**src/kwm_pkg.sv**
```systemverilog
// Shared types and constants for the sorted stream merger.
package kwm_pkg;

	localparam int unsigned LANE_W  = 3;
	localparam int unsigned ID_W    = 64;
	localparam int unsigned QUAL_W  = 23;
	localparam int unsigned COUNT_W = 4;
	localparam int unsigned ADDR_LANES = 8;
	localparam int unsigned Q_DEPTH = 2;
	localparam logic [QUAL_W-1:0] QUALITY_MAX = 23'd6553600;

	// Classified input beat handed from the front to the back end
	typedef struct packed {
		logic [LANE_W-1:0] lane;
		logic              in_range;
		logic              eos;
		logic [ID_W-1:0]   id;
		logic [QUAL_W-1:0] qual;
	} kwm_op_t;

	typedef enum logic [0:0] {
		ST_IDLE,
		ST_EVAL
	} kwm_state_t;

endpackage

```
**src/kwm_front.sv**
```systemverilog
// Front end: classify each input beat and saturate its quality.
module kwm_front
	import kwm_pkg::*;
(
	input  logic [LANE_W-1:0]  lane,
	input  logic               end_of_stream,
	input  logic [ID_W-1:0]    record_id,
	input  logic [QUAL_W-1:0]  quality,
	input  logic [COUNT_W-1:0] lanes_used,
	output kwm_op_t            op
);

	// Check the lane against the active count, clamp the quality
	always_comb begin
		op.lane     = lane;
		op.in_range = ({1'b0, lane} < lanes_used);
		op.eos      = end_of_stream;
		op.id       = record_id;
		op.qual     = (quality > QUALITY_MAX) ? QUALITY_MAX : quality;
	end

endmodule

```
**src/kwm_fifo.sv**
```systemverilog
// Short queue of classified beats between the front and back ends.
module kwm_fifo
	import kwm_pkg::*;
(
	input  logic    clk,
	input  logic    arst_n,
	input  logic    push,
	input  kwm_op_t push_op,
	output logic    full,
	input  logic    pop,
	output logic    empty,
	output kwm_op_t pop_op
);

	localparam int unsigned PW = (Q_DEPTH > 1) ? $clog2(Q_DEPTH) : 1;

	kwm_op_t         mem_q [Q_DEPTH];
	logic [PW-1:0]   wr_ptr_q;
	logic [PW-1:0]   rd_ptr_q;
	logic [PW:0]     count_q;

	assign full   = (count_q == (PW+1)'(Q_DEPTH));
	assign empty  = (count_q == '0);
	assign pop_op = mem_q[rd_ptr_q];

	// Store the pushed beat
	always_ff @(posedge clk) begin
		if (push) begin
			mem_q[wr_ptr_q] <= push_op;
		end
	end

	// Advance pointers and occupancy
	always_ff @(posedge clk or negedge arst_n) begin
		if (!arst_n) begin
			wr_ptr_q <= '0;
			rd_ptr_q <= '0;
			count_q  <= '0;
		end else begin
			if (push) begin
				wr_ptr_q <= (wr_ptr_q == PW'(Q_DEPTH - 1)) ? '0 : wr_ptr_q + 1'b1;
			end
			if (pop) begin
				rd_ptr_q <= (rd_ptr_q == PW'(Q_DEPTH - 1)) ? '0 : rd_ptr_q + 1'b1;
			end
			case ({push, pop})
				2'b10:   count_q <= count_q + 1'b1;
				2'b01:   count_q <= count_q - 1'b1;
				default: count_q <= count_q;
			endcase
		end
	end

endmodule

```
**src/kwm_back.sv**
```systemverilog
// Back end: head table, pairwise order bits, winner choice and output register.
module kwm_back
	import kwm_pkg::*;
#(
	parameter int unsigned NL = 8
) (
	input  logic               clk,
	input  logic               arst_n,
	input  logic               q_empty,
	input  kwm_op_t            q_op,
	output logic               q_pop,
	input  logic [COUNT_W-1:0] lanes_used,
	output logic               out_valid,
	input  logic               out_ready,
	output logic [ID_W-1:0]    record_id_out,
	output logic [QUAL_W-1:0]  quality_out,
	output logic [LANE_W-1:0]  source_lane,
	output logic               all_done
);

	localparam int unsigned LW = (NL > 1) ? $clog2(NL) : 1;

	kwm_state_t state_q, state_d;

	logic [ID_W-1:0]   head_id_q   [NL];
	logic [QUAL_W-1:0] head_qual_q [NL];
	logic [NL-1:0]     head_full_q;
	logic [NL-1:0]     lane_ended_q;
	logic [NL-1:0]     beats_q     [NL];
	logic              finished_q;

	logic              apply_en;
	logic              emit_en;
	logic              out_free;
	logic [LW-1:0]     op_lane;
	logic              do_end;
	logic              do_fill;
	logic [NL-1:0]     fill_beats;
	logic [NL-1:0]     in_use;
	logic [NL-1:0]     win;
	logic [LW-1:0]     best;
	logic              any_head;
	logic              waiting;

	assign op_lane  = q_op.lane[LW-1:0];
	assign out_free = !out_valid || out_ready;

	// Decode the popped beat against the lane state
	always_comb begin
		do_end  = 1'b0;
		do_fill = 1'b0;
		if (apply_en && q_op.in_range && !lane_ended_q[op_lane]) begin
			do_end  = q_op.eos;
			do_fill = !q_op.eos && !head_full_q[op_lane];
		end
	end

	// Compare the new id with every other head, lower lane wins a tie
	always_comb begin
		for (int j = 0; j < NL; j++) begin
			if (LW'(j) > op_lane) begin
				fill_beats[j] = (q_op.id <= head_id_q[j]);
			end else begin
				fill_beats[j] = (q_op.id < head_id_q[j]);
			end
		end
	end

	// Find the head that beats every other full head
	always_comb begin
		for (int k = 0; k < NL; k++) begin
			in_use[k] = (COUNT_W'(k) < lanes_used);
		end
		for (int k = 0; k < NL; k++) begin
			win[k] = head_full_q[k] && in_use[k];
			for (int j = 0; j < NL; j++) begin
				if (j != k && head_full_q[j] && in_use[j] && !beats_q[k][j]) begin
					win[k] = 1'b0;
				end
			end
		end
		best = '0;
		for (int k = NL - 1; k >= 0; k--) begin
			if (win[k]) begin
				best = LW'(k);
			end
		end
		any_head = |(head_full_q & in_use);
		waiting  = |(~head_full_q & ~lane_ended_q & in_use);
	end

	// Next state
	always_comb begin
		state_d = state_q;
		unique case (state_q)
			ST_IDLE: begin
				if (!q_empty) begin
					state_d = ST_EVAL;
				end
			end
			ST_EVAL: begin
				if (finished_q || waiting || out_free) begin
					state_d = ST_IDLE;
				end
			end
			default: state_d = ST_IDLE;
		endcase
	end

	// Sequencer outputs
	always_comb begin
		q_pop    = 1'b0;
		apply_en = 1'b0;
		emit_en  = 1'b0;
		unique case (state_q)
			ST_IDLE: begin
				q_pop    = !q_empty;
				apply_en = !q_empty && !finished_q;
			end
			ST_EVAL: begin
				emit_en = !finished_q && !waiting && out_free;
			end
			default: begin
				q_pop = 1'b0;
			end
		endcase
	end

	// Write head payload and order bits on a fill
	always_ff @(posedge clk) begin
		if (do_fill) begin
			head_id_q[op_lane]   <= q_op.id;
			head_qual_q[op_lane] <= q_op.qual;
			for (int j = 0; j < NL; j++) begin
				if (LW'(j) != op_lane) begin
					beats_q[op_lane][j] <= fill_beats[j];
					beats_q[j][op_lane] <= !fill_beats[j];
				end
			end
		end
	end

	// Load the result beat
	always_ff @(posedge clk) begin
		if (emit_en) begin
			if (any_head) begin
				record_id_out <= head_id_q[best];
				quality_out   <= head_qual_q[best];
				source_lane   <= LANE_W'(best);
				all_done      <= 1'b0;
			end else begin
				record_id_out <= '0;
				quality_out   <= '0;
				source_lane   <= '0;
				all_done      <= 1'b1;
			end
		end
	end

	// Control state
	always_ff @(posedge clk or negedge arst_n) begin
		if (!arst_n) begin
			state_q      <= ST_IDLE;
			head_full_q  <= '0;
			lane_ended_q <= '0;
			finished_q   <= 1'b0;
			out_valid    <= 1'b0;
		end else begin
			state_q <= state_d;
			if (do_end) begin
				lane_ended_q[op_lane] <= 1'b1;
			end
			if (do_fill) begin
				head_full_q[op_lane] <= 1'b1;
			end
			if (emit_en) begin
				out_valid <= 1'b1;
				if (any_head) begin
					head_full_q[best] <= 1'b0;
				end else begin
					finished_q <= 1'b1;
				end
			end else if (out_ready) begin
				out_valid <= 1'b0;
			end
		end
	end

endmodule

```
**src/k_way_sorted_stream_merger.sv**
```systemverilog
// Top level of the sorted stream merger: config register, front, queue, back.
// Path: a beat that causes a result passes the queue, the head table and the output register.
// Beat flow: the back end pops a new beat only after its apply step and its winner evaluation
// over the head table for the last beat; a full output register stalls evaluation.
// Reset: asynchronous, clears queue, valid/ended flags and done flag, active_lanes = 1;
// head records stay undefined until written.
module k_way_sorted_stream_merger
	import kwm_pkg::*;
#(
	parameter int unsigned LANES = 8
) (
	input  logic               clk,
	input  logic               arst_n,
	input  logic               cfg_we,
	input  logic [COUNT_W-1:0] cfg_wdata,
	input  logic               in_valid,
	output logic               in_ready,
	input  logic [LANE_W-1:0]  lane,
	input  logic               end_of_stream,
	input  logic [ID_W-1:0]    record_id,
	input  logic [QUAL_W-1:0]  quality,
	output logic               out_valid,
	input  logic               out_ready,
	output logic [ID_W-1:0]    record_id_out,
	output logic [QUAL_W-1:0]  quality_out,
	output logic [LANE_W-1:0]  source_lane,
	output logic               all_done
);

	localparam int unsigned NL = (LANES < ADDR_LANES) ? LANES : ADDR_LANES;

	logic [COUNT_W-1:0] active_lanes_q;
	logic [COUNT_W-1:0] lanes_used;
	kwm_op_t            front_op;
	kwm_op_t            q_op;
	logic               q_full;
	logic               q_empty;
	logic               q_pop;

	// Hold the lane count register
	always_ff @(posedge clk or negedge arst_n) begin
		if (!arst_n) begin
			active_lanes_q <= COUNT_W'(1);
		end else if (cfg_we) begin
			active_lanes_q <= cfg_wdata;
		end
	end

	// Clamp the lane count to the addressable range
	always_comb begin
		if (active_lanes_q == '0) begin
			lanes_used = COUNT_W'(1);
		end else if (active_lanes_q > COUNT_W'(NL)) begin
			lanes_used = COUNT_W'(NL);
		end else begin
			lanes_used = active_lanes_q;
		end
	end

	assign in_ready = !q_full;

	kwm_front u_front (
		.lane          (lane),
		.end_of_stream (end_of_stream),
		.record_id     (record_id),
		.quality       (quality),
		.lanes_used    (lanes_used),
		.op            (front_op)
	);

	kwm_fifo u_fifo (
		.clk     (clk),
		.arst_n  (arst_n),
		.push    (in_valid && !q_full),
		.push_op (front_op),
		.full    (q_full),
		.pop     (q_pop),
		.empty   (q_empty),
		.pop_op  (q_op)
	);

	kwm_back #(
		.NL (NL)
	) u_back (
		.clk           (clk),
		.arst_n        (arst_n),
		.q_empty       (q_empty),
		.q_op          (q_op),
		.q_pop         (q_pop),
		.lanes_used    (lanes_used),
		.out_valid     (out_valid),
		.out_ready     (out_ready),
		.record_id_out (record_id_out),
		.quality_out   (quality_out),
		.source_lane   (source_lane),
		.all_done      (all_done)
	);

	// Final beat carries no record
	a_done_zero: assert property (@(posedge clk) disable iff (!arst_n)
		out_valid && all_done |->
			record_id_out == '0 && quality_out == '0 && source_lane == '0)
		else $error("final beat carries record data");

	// Emitted quality stays within the saturated range
	a_qual_range: assert property (@(posedge clk) disable iff (!arst_n)
		out_valid |-> quality_out <= QUALITY_MAX)
		else $error("quality above saturation limit");

	// Nothing follows the final beat
	a_done_last: assert property (@(posedge clk) disable iff (!arst_n)
		out_valid && out_ready && all_done |=> !out_valid)
		else $error("result after final beat");

	// Emitted lane lies within the active lane count
	a_lane_range: assert property (@(posedge clk) disable iff (!arst_n)
		out_valid && !all_done |-> {1'b0, source_lane} < lanes_used)
		else $error("result from inactive lane");

endmodule
```
**config.mk**
```make
export PLATFORM = sky130hd
export DESIGN_NAME = k_way_sorted_stream_merger
export DESIGN_NICKNAME = d
export VERILOG_FILES = /design/src/kwm_pkg.sv /design/src/kwm_front.sv /design/src/kwm_fifo.sv /design/src/kwm_back.sv /design/src/k_way_sorted_stream_merger.sv
export SDC_FILE = /design/constraint.sdc
export NUM_CORES = 2
export LEC_CHECK = 0
export ABC_AREA = 1
export BUFFER_PORTS_ARGS = -buffer_cell sky130_fd_sc_hd__buf_2
export CORE_UTILIZATION = 40
export DETAILED_ROUTE_END_ITERATION = 8
export PLACE_DENSITY_LB_ADDON = 0.3
export REMOVE_ABC_BUFFERS = 1
export SLEW_MARGIN = 40
export SYNTH_ARGS = -nofsm -noshare
export SYNTH_HDL_FRONTEND = slang
export SYNTH_SLANG_ARGS = --single-unit
```
**constraint.sdc**
```tcl
create_clock -name clk -period 6.4 [get_ports clk]
set_input_delay 1.28 -clock clk [delete_from_list [all_inputs] [get_ports clk]]
set_output_delay 1.28 -clock clk [all_outputs]
set_load 0.05 [all_outputs]
```
==> After elaboration in Yosys (flattened, before gate mapping) <==
Memories as Yosys holds them, arrays and structs flattened. A register that Yosys moved wholly into a read port is not among the register bits.
Index checks and enable logic that the tools add are counted.
{ "totals": {"word_cells": 373, "ff_bits": 31, "output_inout_bits": 93, "mem_count": 4, "inputBits": 100, "ram_bits": 944} }
{ "op_classes": {"mux": 136, "n_lt_le_gt_ge": 39, "eq_ne": 10, "add_sub_neg": 4, "reduce_logical": 158, "n_bitwise": 11} }
{ "memory_table": {"columns": ["memory", "depth", "width", "rd", "rd_ports_with_merged_regs", "wr", "line_no", "rtl"], "rows": [
  ["u_back.head_id_q", 8, 64, 9, 1, 1, "kwm_back.sv:25", "logic [ID_W-1:0] head_id_q [NL];"],
  ["u_back.head_qual_q", 8, 23, 1, 1, 1, "kwm_back.sv:26", "logic [QUAL_W-1:0] head_qual_q [NL];"],
  ["u_fifo.mem_q", 2, 92, 1, 0, 1, "kwm_fifo.sv:17", "kwm_op_t mem_q [Q_DEPTH];"],
  ["u_back.beats_q", 8, 8, 8, 0, 9, "kwm_back.sv:29", "logic [NL-1:0] beats_q [NL];"]
]} }
{ "ops": {"columns": ["operator", "n"], "rows": [
  ["$le A64 B64 Y1", 8],
  ["$lt A64 B64 Y1", 8],
  ["$mux W1", 108],
  ["$mux W8", 11],
  ["$logic_not A1 Y1", 74],
  ["$logic_and A1 B1 Y1", 73],
  ["$and A8 B8 Y8", 4],
  ["$mux W3", 8],
  ["$not A8 Y8", 3],
  ["$gt A23 B23 Y1 const B", 1],
  ["$mux W23", 1],
  ["$lt A3 B4 Y1 const A", 4],
  ["$or A8 B8 Y8", 2],
  ["$reduce_or A8 Y1", 2],
  ["$gt A3 B3 Y1 const A", 4],
  ["$ne A3 B3 Y1 const A", 4],
  ["$lt A1 B4 Y1 const A", 2],
  ["$lt A2 B4 Y1 const A", 2],
  ["$lt A3 B4 Y1 const B", 2],
  ["$mux W4", 2],
  ["$bmux W1 S3", 2],
  ["$demux W1 S3", 2],
  ["$ge A3 B1 Y1 const B", 2],
  ["$gt A1 B3 Y1 const A", 2],
  ["other kinds (19)", 27]
]} }

==> Logic depth before layout (Yosys ltp) <==
{ "logic_depth": {"depth_word": 29, "ltp_mapped": 23, "depth_no_buf": 20} }

==> Modules after synthesis <==
From an unflattened synthesis, not the netlist that was laid out.
{ "hier_totals": {"cells_unflattened": 5613, "hier_area_um2": 56310.3} }
{ "by_module_without_submodules": {"columns": ["mod", "n_inst", "cells_per_inst", "seq_area_each_um2", "area_each_um2"], "rows": [
  ["kwm_back", 1, 4934, 25789.7, 48136.2],
  ["kwm_fifo", 1, 504, 5625.4, 7004.2],
  ["kwm_front", 1, 150, 0.0, 984.7],
  ["k_way_sorted_stream_merger", 1, 25, 101.3, 185.2]
]} }

==> Worst setup path after synthesis <==
OpenSTA, ideal clock, no wires.
{ "synth_path": {"path_type": "input to register", "start": "input port in_valid", "end": "memory u_fifo.mem_q[1][0] in the netlist's numbering, enable pin", "setup_ns": 0.545, "path_buffers": 0, "required_ns": 5.855, "slack_ns": 0.602, "arrival_time_ns": 5.253, "cell_stages": 2, "cell_sequence": "nand2_1 nor2_1"} }
{ "synth_via": {"elab_chain_cells": 3} }
{ "synth_rtl": {"columns": ["element", "line_no", "rtl"], "rows": [
  ["start: declaration", "k_way_sorted_stream_merger.sv:16", "input logic in_valid,"],
  ["$logic_and A1 B1 Y1", "k_way_sorted_stream_merger.sv:74", ".push (in_valid && !q_full),"],
  ["$mux W1", "kwm_fifo.sv:28", "if (push) begin"],
  ["$mux W1 (not written as such)", "kwm_fifo.sv:29", "mem_q[wr_ptr_q] <= push_op;"],
  ["end: declaration", "kwm_fifo.sv:17", null]
]} }
No other way between the ends.

==> flow_metrics.env <==
export IMPL_status="finished clean"
export IMPL_fp_row_count=136
export IMPL_avgSynthCellArea_um2=10.0
export IMPL_dp_final_hpwl_mm=104
export IMPL_hold_viol=0
export IMPL_skew_ns=0.0399
export IMPL_fin_ws_ns=1.89
export IMPL_period_minus_slack_ns=4.51
export IMPL_grt_usage_pct=22.6
export IMPL_crit_type="reg -> reg"
export IMPL_synth_most_common_cell="nand2_1"
export IMPL_gr_usage_met2_pct=37.4
export IMPL_power_leakage_nw=27.5
export IMPL_cts_setup_buffers=0
export IMPL_worstSkewPairLatency_ns=0.74
export IMPL_dieWidth_um=374
export IMPL_hold_ws_ns=0.486
export IMPL_busiest_layer="met2"
export IMPL_switching_share_pct=34.7
export IMPL_cp_top_family="simple AND/OR/NAND/NOR gates"
export IMPL_fill_cells=12800
export IMPL_cp_max_fo=23
export IMPL_grt_pass1_wl_mm=240
export IMPL_final_period_utilization_pct=70.4
export IMPL_startpoint_type="flop"
export IMPL_cts_sinks=1054
export IMPL_drt_first_pass_iters=6
export IMPL_setup_viol=0
export IMPL_fin_util_pct=45.5
export IMPL_drive_gt1_share_pct=8.43
export IMPL_critPathMaxStageDelay_ns=0.56
export IMPL_nets=6318
export IMPL_synth_seq_cells=1054
export IMPL_crit_required_ns=6.99
export IMPL_synthXorXnorAreaFrac_pct=0.0474
export IMPL_yosysWarningCount=0
export IMPL_p_sw_w=0.00775
export IMPL_synth_cells=5523
export IMPL_syn_cell_area_um2=55400
export IMPL_cts_max_level=3
export IMPL_max_slew_margin_pct=41.5
export IMPL_drc_errors=0
export IMPL_synth_top_family_by_area="simple AND/OR/NAND/NOR gates"
export IMPL_area_delta_synth_final_pct=13.0
export IMPL_drt_total_wl_mm=161
export IMPL_cp_common_cell="nand2_1"
export IMPL_synthArstFlopShare_pct=2.56
export IMPL_synthAdderAreaFrac_pct=11.6
export IMPL_cts_hold_buf=0
export IMPL_core_area_um2=137000
export IMPL_grt_pass1_vias=38400
export IMPL_vias_per_cell=5.29
export IMPL_p_seq_share_pct=39.3
export IMPL_cpMaxStageDelayCell="nor3_1"
export IMPL_synth_edf_count=1027
export IMPL_synth_cells_most_frequent="1,210 x nand2_1, 1,027 x edfxtp_1, 805 x inv_1, 762 x nand3_1, 515 x ha_1"
export IMPL_die_area_um2=140000
export IMPL_drt_iter0_markers=3530
export IMPL_worstPathCellList="inv_4 -> buf_4 -> nand2_1 -> nand2_1 -> ha_1 -> nand4_1 -> nor3_1 -> nand2_1 -> nor2_1 -> nand4_1 -> nand2_1 -> nand2_1 -> nand2_1"
export IMPL_ys_flop_type="edfxtp_1"
export IMPL_fmax_ghz=0.222
export IMPL_grt_max_degree=163
export IMPL_ant_nets=0
export IMPL_dieHeight_um=374
export IMPL_io_buffers=192
export IMPL_cts_tree="yes"
export IMPL_root_buffer="clkbuf_16"
export IMPL_start_util_pct=40.3
export IMPL_drv_slew=0
export IMPL_gp_congestion=0.891
export IMPL_netlist_area_leader_share_pct=55.7
export IMPL_synth_mux_area_share_pct=0.0181
export IMPL_clk_pin_slew_ns=0.06
export IMPL_numCtsBuffers=114
export IMPL_pwr_share_comb_pct=30.3
export IMPL_antenna_found_initial=5
export IMPL_power_density_nw_per_um2=357
export IMPL_io_pins=193
export IMPL_clock_path_buffers=3
export IMPL_met3_usage_pct=2.72
export IMPL_irDropWorstVdd_v=0.000223
export IMPL_synth_distinct_cells=55
export IMPL_wl_per_cell_um=21.2
export IMPL_setup_tns_ns=0
export IMPL_synthTopCellsByArea="edfxtp_1 56%, ha_1 12%, nand2_1 8.2%, nand3_1 6.9%, inv_1 5.5%"
export IMPL_internal_power_w=0.0146
export IMPL_worst_slew_pin_slew_ns=0.877
export IMPL_endpoint_kind="flop"
export IMPL_use_met1_pct=31.1
export IMPL_clkPwrFrac_pct=30.4
export IMPL_yosysTopAreaCell="edfxtp_1"
export IMPL_maxCapViolCount=0
export IMPL_vias=40200
export IMPL_cts_resized=0
export IMPL_hold_path_class="reg -> reg"
export IMPL_ys_seq_area_share_pct=56.9
export IMPL_gr_total_overflow=0
export IMPL_synth_compound_area_share_pct=4.85
export IMPL_pre_cts_slack_ns=1.93
export IMPL_cp_arrival_ns=5.09
export IMPL_rsz0062_at_grt="false"
export IMPL_synthSimpleGateAreaFrac_pct=19.5
export IMPL_path_buf_inv=2
## cells by family after synthesis
logic type                 after synthesis
and+or+nand+nor                       2478
xor gates and xnor gates                 3
muxes                                    1
buffers and inverters                 1020
DFF                                   1054
AOI/OAI and AO/OA                      452
adders and majority gates              515
## power by group through the flow
stage | logic (W) | registers (W) | clock network, W
2_1_floorplan | 0.00433 | 0.00898 | 0
4_1_cts | 0.00679 | 0.00878 | 0.00691
3_5_place_dp | 0.00675 | 0.00892 | 0
6_report | 0.00678 | 0.00878 | 0.00679
5_1_grt | 0.00762 | 0.00880 | 0.00716
3_3_place_gp | 0.00657 | 0.00892 | 0
## worst reg2reg max path: cells and delay by family (launching register included)
family	cells	cell delay, ns
simple gates	10	3.07
fa+ha+maj	1	0.29
flops	1	0.50
buf+inv	2	0.50
## area by class of cell
class,instances,area (µm²),area share (%)
clock buffer,134,2960,4.73
tap,1794,2240,3.59
antenna,2,5.00,0.00800
inverter,827,3130,5.00
multi-input combinational,3449,20000,32.0
clock inverter,81,863,1.38
timing repair buffer,257,1840,2.94
sequential,1054,31500,50.4
## layout by cell type, fill, tap and decap left out, types with 28 or more instances in the layout
| master | netlist | final |
|---|---|---|
| nand2_1 | 1210 | 1208 |
| edfxtp_1 | 1027 | 1027 |
| inv_1 | 805 | 802 |
| nand3_1 | 762 | 762 |
| ha_1 | 515 | 515 |
| nor2_1 | 311 | 309 |
| a21oi_1 | 230 | 230 |
| buf_2 | 62 | 192 |
| clkbuf_16 | 0 | 114 |
| nand4_1 | 73 | 73 |
| o21ai_0 | 58 | 58 |
| nor3_1 | 34 | 34 |
| buf_4 | 11 | 34 |
| nand3b_1 | 33 | 33 |
| o21a_1 | 28 | 28 |
| o221ai_1 | 28 | 28 |
| a211oi_1 | 28 | 28 |
## path summary, 6_finish.rpt
kind,startpoint,end,slack (ns),depth (start not counted)
max,u_fifo.rd_ptr_q$_DFFE_PN0P_,u_back.beats_q[3][1]$_DFFE_PP_,1.89,13
max reg2reg,u_fifo.rd_ptr_q$_DFFE_PN0P_,u_back.beats_q[3][1]$_DFFE_PP_,1.89,13
max in group asynchronous,arst_n,u_fifo.rd_ptr_q$_DFFE_PN0P_,5.26,1
min in group asynchronous,arst_n,u_back.state_q$_DFF_PN0_,0.61,1
min reg2reg,u_back.lane_ended_q[6]$_DFFE_PN0P_,u_back.lane_ended_q[6]$_DFFE_PN0P_,0.49,2
min,u_back.lane_ended_q[6]$_DFFE_PN0P_,u_back.lane_ended_q[6]$_DFFE_PN0P_,0.49,2
## per-layer routing
layer  wire, µm  up-vias
li1           -    19300
met1      69800    19300
met2      76300     1348
met3      10500      220
met4       4130        2
met5         13        -
## flip-flops by register name (all words and copies together), names as in the netlist
signal                count
u_back.source_lane        3
u_back.state_q            1
u_fifo.count_q            2
u_fifo.mem_q            184
u_fifo.wr_ptr_q           1
u_back.finished_q         1
u_back.beats_q           56
u_fifo.rd_ptr_q           1
u_back.head_full_q        8
active_lanes_q            4
u_back.head_qual_q      184
u_back.quality_out       23
u_back.all_done           1
u_back.out_valid          1
u_back.lane_ended_q       8
u_back.head_id_q        512
u_back.record_id_out     64
## per-stage QoR
stage,std cells,power (W),area (µm²)
floorplan,5330,0.0133,54600
global placement,7378,0.0155,58700
detailed placement,7380,0.0157,58700
CTS,7595,0.0225,62600
global route,7596,0.0236,62600
finish,7598,0.0223,62600
(Power assumes the default switching activity.)
